## src/rtl/assert_macros.svh

```systemverilog
// assertion helpers shared by the rtl
`ifndef ASSERT_MACROS_SVH
`define ASSERT_MACROS_SVH

// same-cycle implication, checked out of reset
`define IGPB_ASSERT_IMPLY(label, clk, rst_n, ante, cons, msg) \
  label: assert property (@(posedge clk) disable iff (!rst_n) (ante) |-> (cons)) \
    else $error(msg);

// next-cycle implication, checked out of reset
`define IGPB_ASSERT_NEXT(label, clk, rst_n, ante, cons, msg) \
  label: assert property (@(posedge clk) disable iff (!rst_n) (ante) |=> (cons)) \
    else $error(msg);

`endif

```

## src/rtl/igpb_pkg.sv

```systemverilog
`default_nettype none

package igpb_pkg;

  // default for the largest image side
  localparam int unsigned MAX_DIM_DEF = 4096;

  // configuration port shape
  localparam int unsigned CFG_IDX_W  = 3;
  localparam int unsigned CFG_DATA_W = 24;

  // register indexes
  localparam logic [CFG_IDX_W-1:0] REG_IMAGE_WIDTH   = 3'd0;
  localparam logic [CFG_IDX_W-1:0] REG_IMAGE_HEIGHT  = 3'd1;
  localparam logic [CFG_IDX_W-1:0] REG_GLOW_RED      = 3'd2;
  localparam logic [CFG_IDX_W-1:0] REG_GLOW_GREEN    = 3'd3;
  localparam logic [CFG_IDX_W-1:0] REG_GLOW_BLUE     = 3'd4;
  localparam logic [CFG_IDX_W-1:0] REG_GLOW_STRENGTH = 3'd5;
  localparam logic [CFG_IDX_W-1:0] REG_INVERSE_BLUR  = 3'd6;
  localparam logic [CFG_IDX_W-1:0] REG_BLUR_CEILING  = 3'd7;

  // strength at full opacity
  localparam logic [8:0] STRENGTH_FULL = 9'd256;
  // 1.0 in the q.17 falloff term
  localparam logic [17:0] T_ONE = 18'h20000;
  // rounding term for the weight, half of 2^35
  localparam logic [42:0] K_ROUND = 43'h004_0000_0000;
  // largest weight the falloff can reach
  localparam logic [7:0] K_MAX = 8'd128;

  typedef struct packed {
    logic [12:0] image_width;
    logic [12:0] image_height;
    logic [7:0]  glow_red;
    logic [7:0]  glow_green;
    logic [7:0]  glow_blue;
    logic [8:0]  glow_strength;
    logic [23:0] inverse_blur;
    logic [12:0] blur_ceiling;
  } cfg_t;

  typedef struct packed {
    logic [7:0] alpha;
    logic [7:0] red;
    logic [7:0] green;
    logic [7:0] blue;
  } pix_t;

  // geometry result: distance to nearest edge and band hit
  typedef struct packed {
    pix_t        pix;
    logic        glow;
    logic [11:0] edge_dist;
  } geo_t;

  // weight result: falloff weight, zero when no glow
  typedef struct packed {
    pix_t       pix;
    logic [7:0] k;
  } wt_t;

  function automatic logic [12:0] umin13(input logic [12:0] a, input logic [12:0] b);
    return (a < b) ? a : b;
  endfunction

endpackage

`default_nettype wire

```

## src/rtl/inset_glow_pixel_blend.sv

```systemverilog
// inset edge glow on a stream of premultiplied argb pixels
//
// input channel: in_valid_i / in_stall_o carry one request per pixel with its
// column, row and four channels. output channel: out_valid_o / out_stall_i
// carry the pixel with the glow blended in; alpha passes through.
// configuration: write cfg_data_i to register cfg_idx_i while cfg_we_i is
// high; write only while no pixel is in flight.
//
// pipeline: from acceptance to out_valid_o a pixel passes 2 geometry stages,
// 4 weight stages with the q.17 falloff multiplies and 2 blend stages.
// throughput: one pixel per cycle while the output is not stalled; each stage holds one pixel.
// stall: a stalled output holds its pixel; upstream stages keep filling any
// empty slot, so in_stall_o rises only once all 8 stages are occupied.
// reset: all stages empty, image size 1x1, glow off (pixels pass unchanged).
// MAX_DIM caps the configured image width and height.
`default_nettype none

`include "assert_macros.svh"

module inset_glow_pixel_blend #(
  parameter int unsigned MAX_DIM = igpb_pkg::MAX_DIM_DEF
) (
  input  wire logic                             clk_i,
  input  wire logic                             rst_ni,
  input  wire logic                             cfg_we_i,
  input  wire logic [igpb_pkg::CFG_IDX_W-1:0]   cfg_idx_i,
  input  wire logic [igpb_pkg::CFG_DATA_W-1:0]  cfg_data_i,
  input  wire logic                             in_valid_i,
  output      logic                             in_stall_o,
  input  wire logic [11:0]                      pos_x_i,
  input  wire logic [11:0]                      pos_y_i,
  input  wire logic [7:0]                       in_alpha_i,
  input  wire logic [7:0]                       in_red_i,
  input  wire logic [7:0]                       in_green_i,
  input  wire logic [7:0]                       in_blue_i,
  output      logic                             out_valid_o,
  input  wire logic                             out_stall_i,
  output      logic [7:0]                       out_alpha_o,
  output      logic [7:0]                       out_red_o,
  output      logic [7:0]                       out_green_o,
  output      logic [7:0]                       out_blue_o
);

  igpb_pkg::cfg_t cfg;
  igpb_pkg::pix_t pix_in, pix_out;
  igpb_pkg::geo_t geo;
  igpb_pkg::wt_t  wt;
  logic           geo_vld, geo_stall;
  logic           wt_vld, wt_stall;

  assign pix_in.alpha = in_alpha_i;
  assign pix_in.red   = in_red_i;
  assign pix_in.green = in_green_i;
  assign pix_in.blue  = in_blue_i;

  // register file
  igpb_cfg u_cfg (
    .clk_i      (clk_i),
    .rst_ni     (rst_ni),
    .cfg_we_i   (cfg_we_i),
    .cfg_idx_i  (cfg_idx_i),
    .cfg_data_i (cfg_data_i),
    .cfg_o      (cfg)
  );

  // edge distance and band test
  igpb_geom #(
    .MAX_DIM (MAX_DIM)
  ) u_geom (
    .clk_i       (clk_i),
    .rst_ni      (rst_ni),
    .cfg_i       (cfg),
    .in_valid_i  (in_valid_i),
    .in_stall_o  (in_stall_o),
    .pos_x_i     (pos_x_i),
    .pos_y_i     (pos_y_i),
    .pix_i       (pix_in),
    .out_valid_o (geo_vld),
    .out_stall_i (geo_stall),
    .out_o       (geo)
  );

  // falloff weight
  igpb_weight u_weight (
    .clk_i       (clk_i),
    .rst_ni      (rst_ni),
    .cfg_i       (cfg),
    .in_valid_i  (geo_vld),
    .in_stall_o  (geo_stall),
    .in_i        (geo),
    .out_valid_o (wt_vld),
    .out_stall_i (wt_stall),
    .out_o       (wt)
  );

  // screen blend and output register
  igpb_blend u_blend (
    .clk_i       (clk_i),
    .rst_ni      (rst_ni),
    .cfg_i       (cfg),
    .in_valid_i  (wt_vld),
    .in_stall_o  (wt_stall),
    .in_i        (wt),
    .out_valid_o (out_valid_o),
    .out_stall_i (out_stall_i),
    .out_o       (pix_out)
  );

  assign out_alpha_o = pix_out.alpha;
  assign out_red_o   = pix_out.red;
  assign out_green_o = pix_out.green;
  assign out_blue_o  = pix_out.blue;

  // input backs up only when the whole pipe is full and blocked
  `IGPB_ASSERT_IMPLY(a_stall_only_when_full, clk_i, rst_ni, in_stall_o, out_valid_o && out_stall_i, "input stalled with room in the pipe")

  // falloff weight never exceeds one half
  `IGPB_ASSERT_IMPLY(a_weight_range, clk_i, rst_ni, wt_vld, wt.k <= igpb_pkg::K_MAX, "glow weight out of range")

endmodule

`default_nettype wire

```

## src/rtl/igpb_cfg.sv

```systemverilog
`default_nettype none

module igpb_cfg (
  input  wire logic                             clk_i,
  input  wire logic                             rst_ni,
  input  wire logic                             cfg_we_i,
  input  wire logic [igpb_pkg::CFG_IDX_W-1:0]   cfg_idx_i,
  input  wire logic [igpb_pkg::CFG_DATA_W-1:0]  cfg_data_i,
  output igpb_pkg::cfg_t                        cfg_o
);

  igpb_pkg::cfg_t cfg_q;
  igpb_pkg::cfg_t cfg_d;

  // register decode
  always_comb begin
    cfg_d = cfg_q;
    if (cfg_we_i) begin
      case (cfg_idx_i)
        igpb_pkg::REG_IMAGE_WIDTH:   cfg_d.image_width   = cfg_data_i[12:0];
        igpb_pkg::REG_IMAGE_HEIGHT:  cfg_d.image_height  = cfg_data_i[12:0];
        igpb_pkg::REG_GLOW_RED:      cfg_d.glow_red      = cfg_data_i[7:0];
        igpb_pkg::REG_GLOW_GREEN:    cfg_d.glow_green    = cfg_data_i[7:0];
        igpb_pkg::REG_GLOW_BLUE:     cfg_d.glow_blue     = cfg_data_i[7:0];
        igpb_pkg::REG_GLOW_STRENGTH: cfg_d.glow_strength = cfg_data_i[8:0];
        igpb_pkg::REG_INVERSE_BLUR:  cfg_d.inverse_blur  = cfg_data_i[23:0];
        igpb_pkg::REG_BLUR_CEILING:  cfg_d.blur_ceiling  = cfg_data_i[12:0];
        default: cfg_d = cfg_q;
      endcase
    end
  end

  // dims reset to one, everything else to zero
  always_ff @(posedge clk_i or negedge rst_ni) begin
    if (!rst_ni) begin
      cfg_q               <= '0;
      cfg_q.image_width   <= 13'd1;
      cfg_q.image_height  <= 13'd1;
    end else begin
      cfg_q <= cfg_d;
    end
  end

  assign cfg_o = cfg_q;

endmodule

`default_nettype wire

```

## src/rtl/igpb_geom.sv

```systemverilog
`default_nettype none

module igpb_geom #(
  parameter int unsigned MAX_DIM = igpb_pkg::MAX_DIM_DEF
) (
  input  wire logic            clk_i,
  input  wire logic            rst_ni,
  input  wire igpb_pkg::cfg_t  cfg_i,
  input  wire logic            in_valid_i,
  output      logic            in_stall_o,
  input  wire logic [11:0]     pos_x_i,
  input  wire logic [11:0]     pos_y_i,
  input  wire igpb_pkg::pix_t  pix_i,
  output      logic            out_valid_o,
  input  wire logic            out_stall_i,
  output igpb_pkg::geo_t       out_o
);

  localparam logic [16:0] MaxDimW = 17'(MAX_DIM);

  logic        en1, en2;
  logic        vld1_q, vld2_q;
  logic [12:0] w, h, x13, y13, dx, dy, band;
  logic        glow1;

  logic           glow1_q;
  logic [12:0]    dx_q, dy_q, band_q;
  igpb_pkg::pix_t pix1_q;

  logic [12:0]    d13;
  igpb_pkg::geo_t out_d, out_q;

  assign en2        = !vld2_q || !out_stall_i;
  assign en1        = !vld1_q || en2;
  assign in_stall_o = !en1;

  // stage 1: clamp dims, per-axis edge distance, band width
  always_comb begin
    w    = (17'(cfg_i.image_width) > MaxDimW) ? MaxDimW[12:0] : cfg_i.image_width;
    h    = (17'(cfg_i.image_height) > MaxDimW) ? MaxDimW[12:0] : cfg_i.image_height;
    x13  = {1'b0, pos_x_i};
    y13  = {1'b0, pos_y_i};
    dx   = igpb_pkg::umin13(x13, w - 13'd1 - x13);
    dy   = igpb_pkg::umin13(y13, h - 13'd1 - y13);
    band = igpb_pkg::umin13(cfg_i.blur_ceiling,
                            igpb_pkg::umin13(w >> 1, h >> 1));
    glow1 = (cfg_i.glow_strength != 9'd0) && (cfg_i.inverse_blur != 24'd0) &&
            (x13 < w) && (y13 < h);
  end

  always_ff @(posedge clk_i or negedge rst_ni) begin
    if (!rst_ni) begin
      vld1_q <= 1'b0;
    end else if (en1) begin
      vld1_q <= in_valid_i;
    end
  end

  always_ff @(posedge clk_i) begin
    if (en1 && in_valid_i) begin
      glow1_q <= glow1;
      dx_q    <= dx;
      dy_q    <= dy;
      band_q  <= band;
      pix1_q  <= pix_i;
    end
  end

  // stage 2: nearest edge and band test
  always_comb begin
    d13             = igpb_pkg::umin13(dx_q, dy_q);
    out_d.pix       = pix1_q;
    out_d.glow      = glow1_q && (d13 < band_q);
    out_d.edge_dist = d13[11:0];
  end

  always_ff @(posedge clk_i or negedge rst_ni) begin
    if (!rst_ni) begin
      vld2_q <= 1'b0;
    end else if (en2) begin
      vld2_q <= vld1_q;
    end
  end

  always_ff @(posedge clk_i) begin
    if (en2 && vld1_q) begin
      out_q <= out_d;
    end
  end

  assign out_valid_o = vld2_q;
  assign out_o       = out_q;

endmodule

`default_nettype wire

```

## src/rtl/igpb_weight.sv

```systemverilog
`default_nettype none

module igpb_weight (
  input  wire logic            clk_i,
  input  wire logic            rst_ni,
  input  wire igpb_pkg::cfg_t  cfg_i,
  input  wire logic            in_valid_i,
  output      logic            in_stall_o,
  input  wire igpb_pkg::geo_t  in_i,
  output      logic            out_valid_o,
  input  wire logic            out_stall_i,
  output igpb_pkg::wt_t        out_o
);

  logic en1, en2, en3, en4;
  logic vld1_q, vld2_q, vld3_q, vld4_q;

  logic           glow1_q, glow2_q, glow3_q;
  igpb_pkg::pix_t pix1_q, pix2_q, pix3_q;
  logic [36:0]    num_q;
  logic [16:0]    t17_d, t17_q;
  logic [33:0]    sq_q;
  logic [8:0]     s;
  logic [42:0]    ksum;
  igpb_pkg::wt_t  out_d, out_q;

  assign en4        = !vld4_q || !out_stall_i;
  assign en3        = !vld3_q || en4;
  assign en2        = !vld2_q || en3;
  assign en1        = !vld1_q || en2;
  assign in_stall_o = !en1;

  always_ff @(posedge clk_i or negedge rst_ni) begin
    if (!rst_ni) begin
      vld1_q <= 1'b0;
      vld2_q <= 1'b0;
      vld3_q <= 1'b0;
      vld4_q <= 1'b0;
    end else begin
      if (en1) vld1_q <= in_valid_i;
      if (en2) vld2_q <= vld1_q;
      if (en3) vld3_q <= vld2_q;
      if (en4) vld4_q <= vld3_q;
    end
  end

  // stage 1: (2d+1) * inverse blur
  always_ff @(posedge clk_i) begin
    if (en1 && in_valid_i) begin
      num_q   <= 37'({in_i.edge_dist, 1'b1}) * 37'(cfg_i.inverse_blur);
      glow1_q <= in_i.glow;
      pix1_q  <= in_i.pix;
    end
  end

  // stage 2: t = 1 - num, zero once num reaches one
  always_comb begin
    if (num_q[36:17] == 20'd0) begin
      t17_d = 17'(igpb_pkg::T_ONE - {1'b0, num_q[16:0]});
    end else begin
      t17_d = 17'd0;
    end
  end

  always_ff @(posedge clk_i) begin
    if (en2 && vld1_q) begin
      t17_q   <= t17_d;
      glow2_q <= glow1_q;
      pix2_q  <= pix1_q;
    end
  end

  // stage 3: t squared
  always_ff @(posedge clk_i) begin
    if (en3 && vld2_q) begin
      sq_q    <= 34'(t17_q) * 34'(t17_q);
      glow3_q <= glow2_q;
      pix3_q  <= pix2_q;
    end
  end

  // stage 4: scale by strength and round to the weight
  always_comb begin
    s = (cfg_i.glow_strength > igpb_pkg::STRENGTH_FULL) ? igpb_pkg::STRENGTH_FULL
                                                       : cfg_i.glow_strength;
    ksum      = 43'(s) * 43'(sq_q) + igpb_pkg::K_ROUND;
    out_d.pix = pix3_q;
    out_d.k   = glow3_q ? ksum[42:35] : 8'd0;
  end

  always_ff @(posedge clk_i) begin
    if (en4 && vld3_q) begin
      out_q <= out_d;
    end
  end

  assign out_valid_o = vld4_q;
  assign out_o       = out_q;

endmodule

`default_nettype wire

```

## src/rtl/igpb_blend.sv

```systemverilog
`default_nettype none

module igpb_blend (
  input  wire logic            clk_i,
  input  wire logic            rst_ni,
  input  wire igpb_pkg::cfg_t  cfg_i,
  input  wire logic            in_valid_i,
  output      logic            in_stall_o,
  input  wire igpb_pkg::wt_t   in_i,
  output      logic            out_valid_o,
  input  wire logic            out_stall_i,
  output igpb_pkg::pix_t       out_o
);

  logic en1, en2;
  logic vld1_q, vld2_q;

  igpb_pkg::pix_t    pix1_q;
  logic signed [8:0] dr_q, dg_q, db_q;
  logic [15:0]       gkr_q, gkg_q, gkb_q;
  igpb_pkg::pix_t    out_d, out_q;

  // c + floor(diff * gk / 65536), clamped to a byte
  function automatic logic [7:0] blend_ch(input logic [7:0] c,
                                          input logic signed [8:0] diff,
                                          input logic [15:0] gk);
    logic signed [16:0] gks;
    logic signed [25:0] p;
    logic signed [10:0] r;
    gks = $signed({1'b0, gk});
    p   = diff * gks;
    r   = $signed({3'b000, c}) + $signed({p[25], p[25:16]});
    if (r < 11'sd0) begin
      return 8'd0;
    end else if (r > 11'sd255) begin
      return 8'd255;
    end
    return r[7:0];
  endfunction

  assign en2        = !vld2_q || !out_stall_i;
  assign en1        = !vld1_q || en2;
  assign in_stall_o = !en1;

  always_ff @(posedge clk_i or negedge rst_ni) begin
    if (!rst_ni) begin
      vld1_q <= 1'b0;
      vld2_q <= 1'b0;
    end else begin
      if (en1) vld1_q <= in_valid_i;
      if (en2) vld2_q <= vld1_q;
    end
  end

  // stage 1: alpha minus channel, glow colour times weight
  always_ff @(posedge clk_i) begin
    if (en1 && in_valid_i) begin
      pix1_q <= in_i.pix;
      dr_q   <= $signed({1'b0, in_i.pix.alpha}) - $signed({1'b0, in_i.pix.red});
      dg_q   <= $signed({1'b0, in_i.pix.alpha}) - $signed({1'b0, in_i.pix.green});
      db_q   <= $signed({1'b0, in_i.pix.alpha}) - $signed({1'b0, in_i.pix.blue});
      gkr_q  <= 16'(cfg_i.glow_red) * 16'(in_i.k);
      gkg_q  <= 16'(cfg_i.glow_green) * 16'(in_i.k);
      gkb_q  <= 16'(cfg_i.glow_blue) * 16'(in_i.k);
    end
  end

  // stage 2: screen blend into the output register
  always_comb begin
    out_d.alpha = pix1_q.alpha;
    out_d.red   = blend_ch(pix1_q.red, dr_q, gkr_q);
    out_d.green = blend_ch(pix1_q.green, dg_q, gkg_q);
    out_d.blue  = blend_ch(pix1_q.blue, db_q, gkb_q);
  end

  always_ff @(posedge clk_i) begin
    if (en2 && vld1_q) begin
      out_q <= out_d;
    end
  end

  assign out_valid_o = vld2_q;
  assign out_o       = out_q;

endmodule

`default_nettype wire
```

## config.mk

```make
export PLATFORM = sky130hd
export DESIGN_NAME = inset_glow_pixel_blend
export DESIGN_NICKNAME = d
export VERILOG_FILES = /design/src/rtl/igpb_pkg.sv /design/src/rtl/inset_glow_pixel_blend.sv /design/src/rtl/igpb_cfg.sv /design/src/rtl/igpb_geom.sv /design/src/rtl/igpb_weight.sv /design/src/rtl/igpb_blend.sv
export VERILOG_INCLUDE_DIRS = /design/src /design/src/rtl
export SDC_FILE = /design/constraint.sdc
export NUM_CORES = 2
export LEC_CHECK = 0
export ABC_CLOCK_PERIOD_IN_PS = 7860
export BUFFER_PORTS_ARGS = -buffer_cell sky130_fd_sc_hd__buf_4
export CORE_ASPECT_RATIO = 1.25
export CORE_MARGIN = 4
export CORE_UTILIZATION = 50
export CTS_CLUSTER_DIAMETER = 100
export CTS_CLUSTER_SIZE = 40
export DETAILED_ROUTE_END_ITERATION = 16
export HOLD_SLACK_MARGIN = 0.06
export PLACE_DENSITY = 0.71
export SYNTH_ARGS = -nofsm -noshare
export SYNTH_HDL_FRONTEND = slang
export SYNTH_HIERARCHICAL = 1
export SYNTH_SLANG_ARGS = --single-unit
```

## constraint.sdc

```tcl
create_clock -name clk_i -period 7.86 [get_ports clk_i]
set_input_delay 1.572 -clock clk_i [delete_from_list [all_inputs] [get_ports clk_i]]
set_output_delay 1.572 -clock clk_i [all_outputs]
set_load 0.02 [all_outputs]
```

Yosys cells after proc, flatten, opt, wreduce, memory -nomap -nowiden --
Cells that the tools add are included. Widths: inputs -> output; s select.
Cells by class: $add $sub $neg 12, multiply operators 9, $lt $le $gt $ge 17, equality and inequality tests 7, muxes and demuxes 23, reductions and logical operators 42
Operator list (number):
- $mul 9x17->26 | 3
- $mux 8 | 9
- $lt 12x13->1 | 4
- $mux 13 | 4
- $mul 8x8->16 | 3
- $add 43x35->43 const B | 1
- $mul 9x34->43 | 1
- $lt 13x13->1 | 3
- $mul 13x24->37 | 1
- $mux 12 | 3
- $mul 17x17->34 | 1
- $add 9x10->11 | 3
- $gt 11x9->1 const B | 3
- $lt 11x1->1 const B | 3
- $sub 8x8->9 | 3
- $gt 13x13->1 const B | 2
- $sub 13x1->13 const B | 2
- $sub 13x12->13 | 2
- $reduce_bool 24->1 | 1
- $logic_not 20->1 | 1
- $sub 1x17->17 const A | 1
- $reduce_and 2->1 | 8
- $eq 3x3->1 const B | 4
- $logic_and 1x1->1 | 12
- other kinds (10) | 32
Storage, ports and cells: flip-flop bits (word level) 587, bits of input ports 88, output and inout bits 34, word-level logic and storage cells 179

Depth between registers and ports, before layout --
word-level depth 10, mapped depth 30, mapped depth without buffers 29

Modules after synthesis --
Netlist, hierarchy kept.
Modules (own cells, without submodules):
- igpb_weight | times used 1, cells each 3285, area each 33878.7 um2, seq. area each 6886.6 um2
- igpb_blend | times used 1, cells each 2550, area each 25396.9 um2, seq. area each 4224.1 um2
- igpb_geom | times used 1, cells each 701, area each 7743.7 um2, seq. area each 3563.4 um2
- igpb_cfg | times used 1, cells each 211, area each 3728.6 um2, seq. area each 2404.8 um2

Worst setup path after synthesis --
OpenSTA, ideal clock, no wires.
path type reg-to-reg, start point register u_blend.dg_q[2], end point register u_blend.out_q (netlist bit u_blend/out_o[10]), data pin, library setup time 0.276 ns, arrival 6.875 ns, required time 7.584 ns, setup slack 0.709 ns, stages on the path, launching flop included 29, path buffers 1, clock period less this slack 7.151 ns, cell sequence edfxtp_1 > clkbuf_1 > nand2_1 > fa_1 > inv_1 > fa_1 > fa_1 > fa_1 > fa_1 > ha_1 > nand2_1 > or4_1 > a31oi_1 > o21ai_0 > a21oi_1 > o21a_1 > o21a_1 > nor2_1 > xnor2_1 > ha_1 > a21oi_1 > a21boi_0 > o21ai_0 > a21oi_1 > or2_2 > a211o_1 > nand3_1 > a41o_1 > o22ai_1
RTL lines:
- start, declared | RTL line igpb_blend.sv:19 | logic signed [8:0] dr_q, dg_q, db_q;
- start signal, assigned | RTL line igpb_blend.sv:60 | dg_q <= $signed({1'b0, in_i.pix.alpha}) - $signed({1'b0, in_i.pix.green});
- end signal, assigned | RTL line igpb_blend.sv:78 | out_q <= out_d;
- end, declared | RTL line igpb_blend.sv:21 | igpb_pkg::pix_t out_d, out_q;

==> metrics.md <==
| Metric | Value |
|---|---|
| Die X | `approximately 340 um` |
| Placed Area | `~74,000 sq um` |
| Pre-CTS setup slack | `about 0.17 ns` |
| Ranking of synthesized cells by area | `fa_1 30%, edfxtp_1 20%, ha_1 13%` |
| Hold EP | `u_weight/pix1_q[14]$_DFFE_PP_` |
| Die area | `approximately 150,000 sq um` |
| RSZ-0062 raised after global routing | `false` |
| Post-synthesis adder-cell area fraction | `a little over two fifths` |
| Count leader, synth | `inv_1` |
| Layout fillers | `12,207` |
| GRT Util Overall | `between 20 and 25%` |
| Async SR Flop Fraction | `about 18%` |
| Cell Rows | `approximately 150` |
| Cells after synthesis | `approximately 6,700` |
| Total congestion overflow | `0` |
| Area grow syn2layout | `6.20%` |
| Setup TNS | `0 ns` |
| CTS tree | `built` |
| Clock Sinks | `586` |
| Area of the multi-input gates | `48,700 sq um` |
| Detailed Place HPWL | `between 100 and 150 mm` |
| Crit end category | `register` |
| First-pass iteration count of the detailed router | `7` |
| Number of CTS-inserted buffers | `29` |
| Post-synth cell types | `99` |
| Global-route wire length before repair | `272 mm` |
| Reg2reg setup slack | `0.38 ns` |
| Final setup viols | `0` |
| Syn_area_per_cell | `~10 sq um` |
| Largest net degree at the start of global routing | `65` |
| Mux share of post-synthesis cell area | `2.17%` |
| Crit-path max FO | `8` |
| Antenna Nets Post-Route | `0` |
| DR vias/cell | `around 5.5` |
| Worst Min Path Start | `u_geom/out_o[27]$_DFFE_PP_` |
| Final WS setup | `0.383 ns` |
| Final wirelength | `about 170 mm` |
| Total area of sequential cells | `17,100 sq um` |
| Synth Area in Simple Gates | `~14%` |
| Part of the cycle the worst path needs | `95.1%` |
| R2R cell count | `28` |
| Most used cell, CP | `fa_1` |
| Predominant post-synthesis flop cell | `edfxtp_1` |
| Post-Synth XOR/XNOR Area | `roughly 2.4%` |
| Post-layout util | `around 53%` |
| Layout cells sized above 1 | `6.37%` |
| Synthesized area | `a little over 70,000 sq um` |
| RD Place Congestion | `around 0.92` |
| Arrival time at the worst endpoint | `7.93 ns` |
| Yosys top cell area share | `between 30% and 40%` |
| Slew @ Worst Pin | `1.17 ns` |
| Critical path type | `register to register` |
| Clock transition at path regs | `between 0.1 and 0.15 ns` |
| I/O pin total | `122` |
| Worst skew pair latency | `a little under 0.7 ns` |
| Synth Area in Compound Gates | `around 6.5%` |
| Status | `complete, no violations` |
| Initial antenna violation count | `10` |
| Worst relative slew slack | `between 20% and 30%` |
| Sequential area share after synthesis | `24.1%` |
| Cts hold-fix bufs | `0` |
| Seq cells post-synth | `between 500 and 600` |
| Critical R2R Launch | `u_blend/gkg_q[0]$_DFFE_PP_` |
| Ys Warns | `6` |
| Post-route cell area | `roughly 75,000 sq um` |
| Tightest Hold Check Type | `register to register` |
| Clock skew | `0.0370 ns` |
| CORE AREA | `141,000 sq um` |
| Clock Path Buffers | `3` |
| CTS Root Cell | `clkbuf_16` |
| Synth cell count leaders | `1,156 x inv_1, 1,065 x fa_1, 752 x ha_1` |
| CP required | `~8.3 ns` |
| CP peak stage delay | `about 0.58 ns` |
| Endpoints failing hold | `0` |
| Starting Density | `between 50% and 60%` |
| Worst setup SP type | `register` |
| Max H-tree Level | `1` |
| IO buf count | `121` |
| DRC violations left | `0` |
| Via count | `~48,000` |
| Total of max-cap violations | `0` |
| Number of synthesized flops with an enable pin | `~480` |
| Max-slew violations | `0` |
| Final layout net count | `8,708` |
| Die H | `429 um` |
| Initial DRC count | `around 2,800` |
| Max Clk Rate | `roughly 0.13 GHz` |
| Average wire per standard cell | `between 15 and 20 um` |
| R2R Path End | `u_blend/out_o[8]$_DFFE_PP_` |
| Vias in the first global route | `51,408` |
| Largest area contributor in the netlist | `fa_1` |
| Final min period | `around 7.5 ns` |
| Hold depth | `0` |
| Slowest-stage cell, CP | `fa_1` |
| Largest family of logic cells by synthesized area | `adder cells` |
[metal layers]
| layer | vias up | share of wire, % | global-route usage (%) | routed length, um |
|---|---|---|---|---|
| met5 | - | 0.0096 | 0 | 16 |
| met2 | 1221 | 51 | 41.3 | 86200 |
| li1 | 21731 | - | - | - |
| met3 | 294 | 4.8 | 2.65 | 7990 |
| met4 | 2 | 3.4 | 6.93 | 5640 |
| met1 | 24347 | 40 | 29.2 | 67600 |
[placed cells by master, fill, tap and decap left out, types with 14 or more instances in the layout]
master / count
nor2b_1: 77
nand2b_1: 38
o21a_1: 38
edfxtp_1: 482
nor2_1: 183
a21o_1: 87
fa_1: 1065
nor4_1: 24
clkbuf_16: 29
mux2_2: 88
o21bai_1: 26
xnor2_1: 129
a21oi_1: 198
o21ai_0: 134
mux2i_1: 37
nor3_1: 45
buf_4: 209
nand2_1: 747
dfrtp_1: 101
xor2_1: 68
ha_1: 752
inv_1: 1156
nand3_1: 39
o21ai_1: 20
a21boi_0: 14
a211oi_1: 26
o211ai_1: 22
and3_1: 19
nand4_1: 32
or2_2: 18
a31oi_1: 16
and2_1: 665
[worst max-delay path: cells and delay by family (launching register included)]
| kind | cells | cell delay, ns |
|---|---|---|
| and+or+nand+nor | 6 | 1.20 |
| xor gates and xnor gates | 1 | 0.22 |
| DFF | 1 | 0.42 |
| adders and majority gates | 7 | 3.24 |
| buffers and inverters | 2 | 0.21 |
| AOI/OAI and AO/OA | 12 | 1.99 |
[stage by stage]
stage,hold slack (ns),cells
6_report,0.400,8702
5_1_grt,0.402,8697
4_1_cts,0.406,8671
3_5_place_dp,0.405,8619
3_3_place_gp,0.401,8619
2_1_floorplan,0.400,6754
[area by class of cell]
cell class              count  area share, %
inverters                1157           5.78
repair buffers            209           2.09
diodes                      6         0.0200
well taps                1872           3.12
clock inverters            21          0.505
flip-flops and latches    586           22.7
multi-input cells        4820           64.8
clock buffers              31          0.976
[timing repair]
action                                  CTS  global route
endpoints found under the setup margin    0            24
setup buffers                             0            25
gates resized for setup                   0            10
[registers in the layout (all words and copies together) (netlist names), 9 cells and up]
| register | flops |
|---|---|
| u_weight/pix2_q | 32 |
| u_blend/out_o | 32 |
| u_blend/gkg_q | 16 |
| u_blend/gkr_q | 16 |
| u_geom/out_d | 32 |
| u_weight/pix1_q | 32 |
| u_blend/dr_q | 9 |
| u_weight/num_q | 37 |
| u_weight/out_o | 40 |
| u_geom/band_q | 13 |
| u_blend/db_q | 9 |
| u_geom/dy_q | 13 |
| u_weight/sq_q | 33 |
| u_blend/dg_q | 9 |
| u_weight/out_d | 32 |
| u_weight/t17_q | 17 |
| u_geom/dx_q | 13 |
| u_blend/gkb_q | 16 |
| u_blend/pix1_q | 24 |
| u_cfg/cfg_o | 96 |
| u_geom/out_o | 45 |
[kinds of logic after synthesis]
group / after synthesis
other: 3
buffers and inverters: 1348
AOI/OAI and AO/OA: 710
adders and majority gates: 1817
muxes: 137
xor gates and xnor gates: 197
and+or+nand+nor: 1949
DFF: 586
[worst max path at each step]
stage / startpoint / endpoint / slack [ns] / cells after the start
2_1_floorplan: u_blend/dg_q[2]$_DFFE_PP_ / u_blend/out_o[10]$_DFFE_PP_ / 0.71 / 28
3_3_place_gp: u_blend/gkg_q[5]$_DFFE_PP_ / u_blend/out_o[9]$_DFFE_PP_ / 0.26 / 30
3_5_place_dp: u_blend/gkg_q[0]$_DFFE_PP_ / u_blend/out_o[15]$_DFFE_PP_ / 0.17 / 28
4_1_cts: u_blend/gkg_q[5]$_DFFE_PP_ / u_blend/out_o[15]$_DFFE_PP_ / 0.18 / 30
5_1_grt: u_blend/gkg_q[0]$_DFFE_PP_ / u_blend/out_o[10]$_DFFE_PP_ / 0.008 / 28
6_report: u_blend/gkg_q[0]$_DFFE_PP_ / u_blend/out_o[8]$_DFFE_PP_ / 0.38 / 28
Power is left out: the tool's default activity adds up to more than one toggle a clock period on the data nets, which glitch-free logic cannot reach.
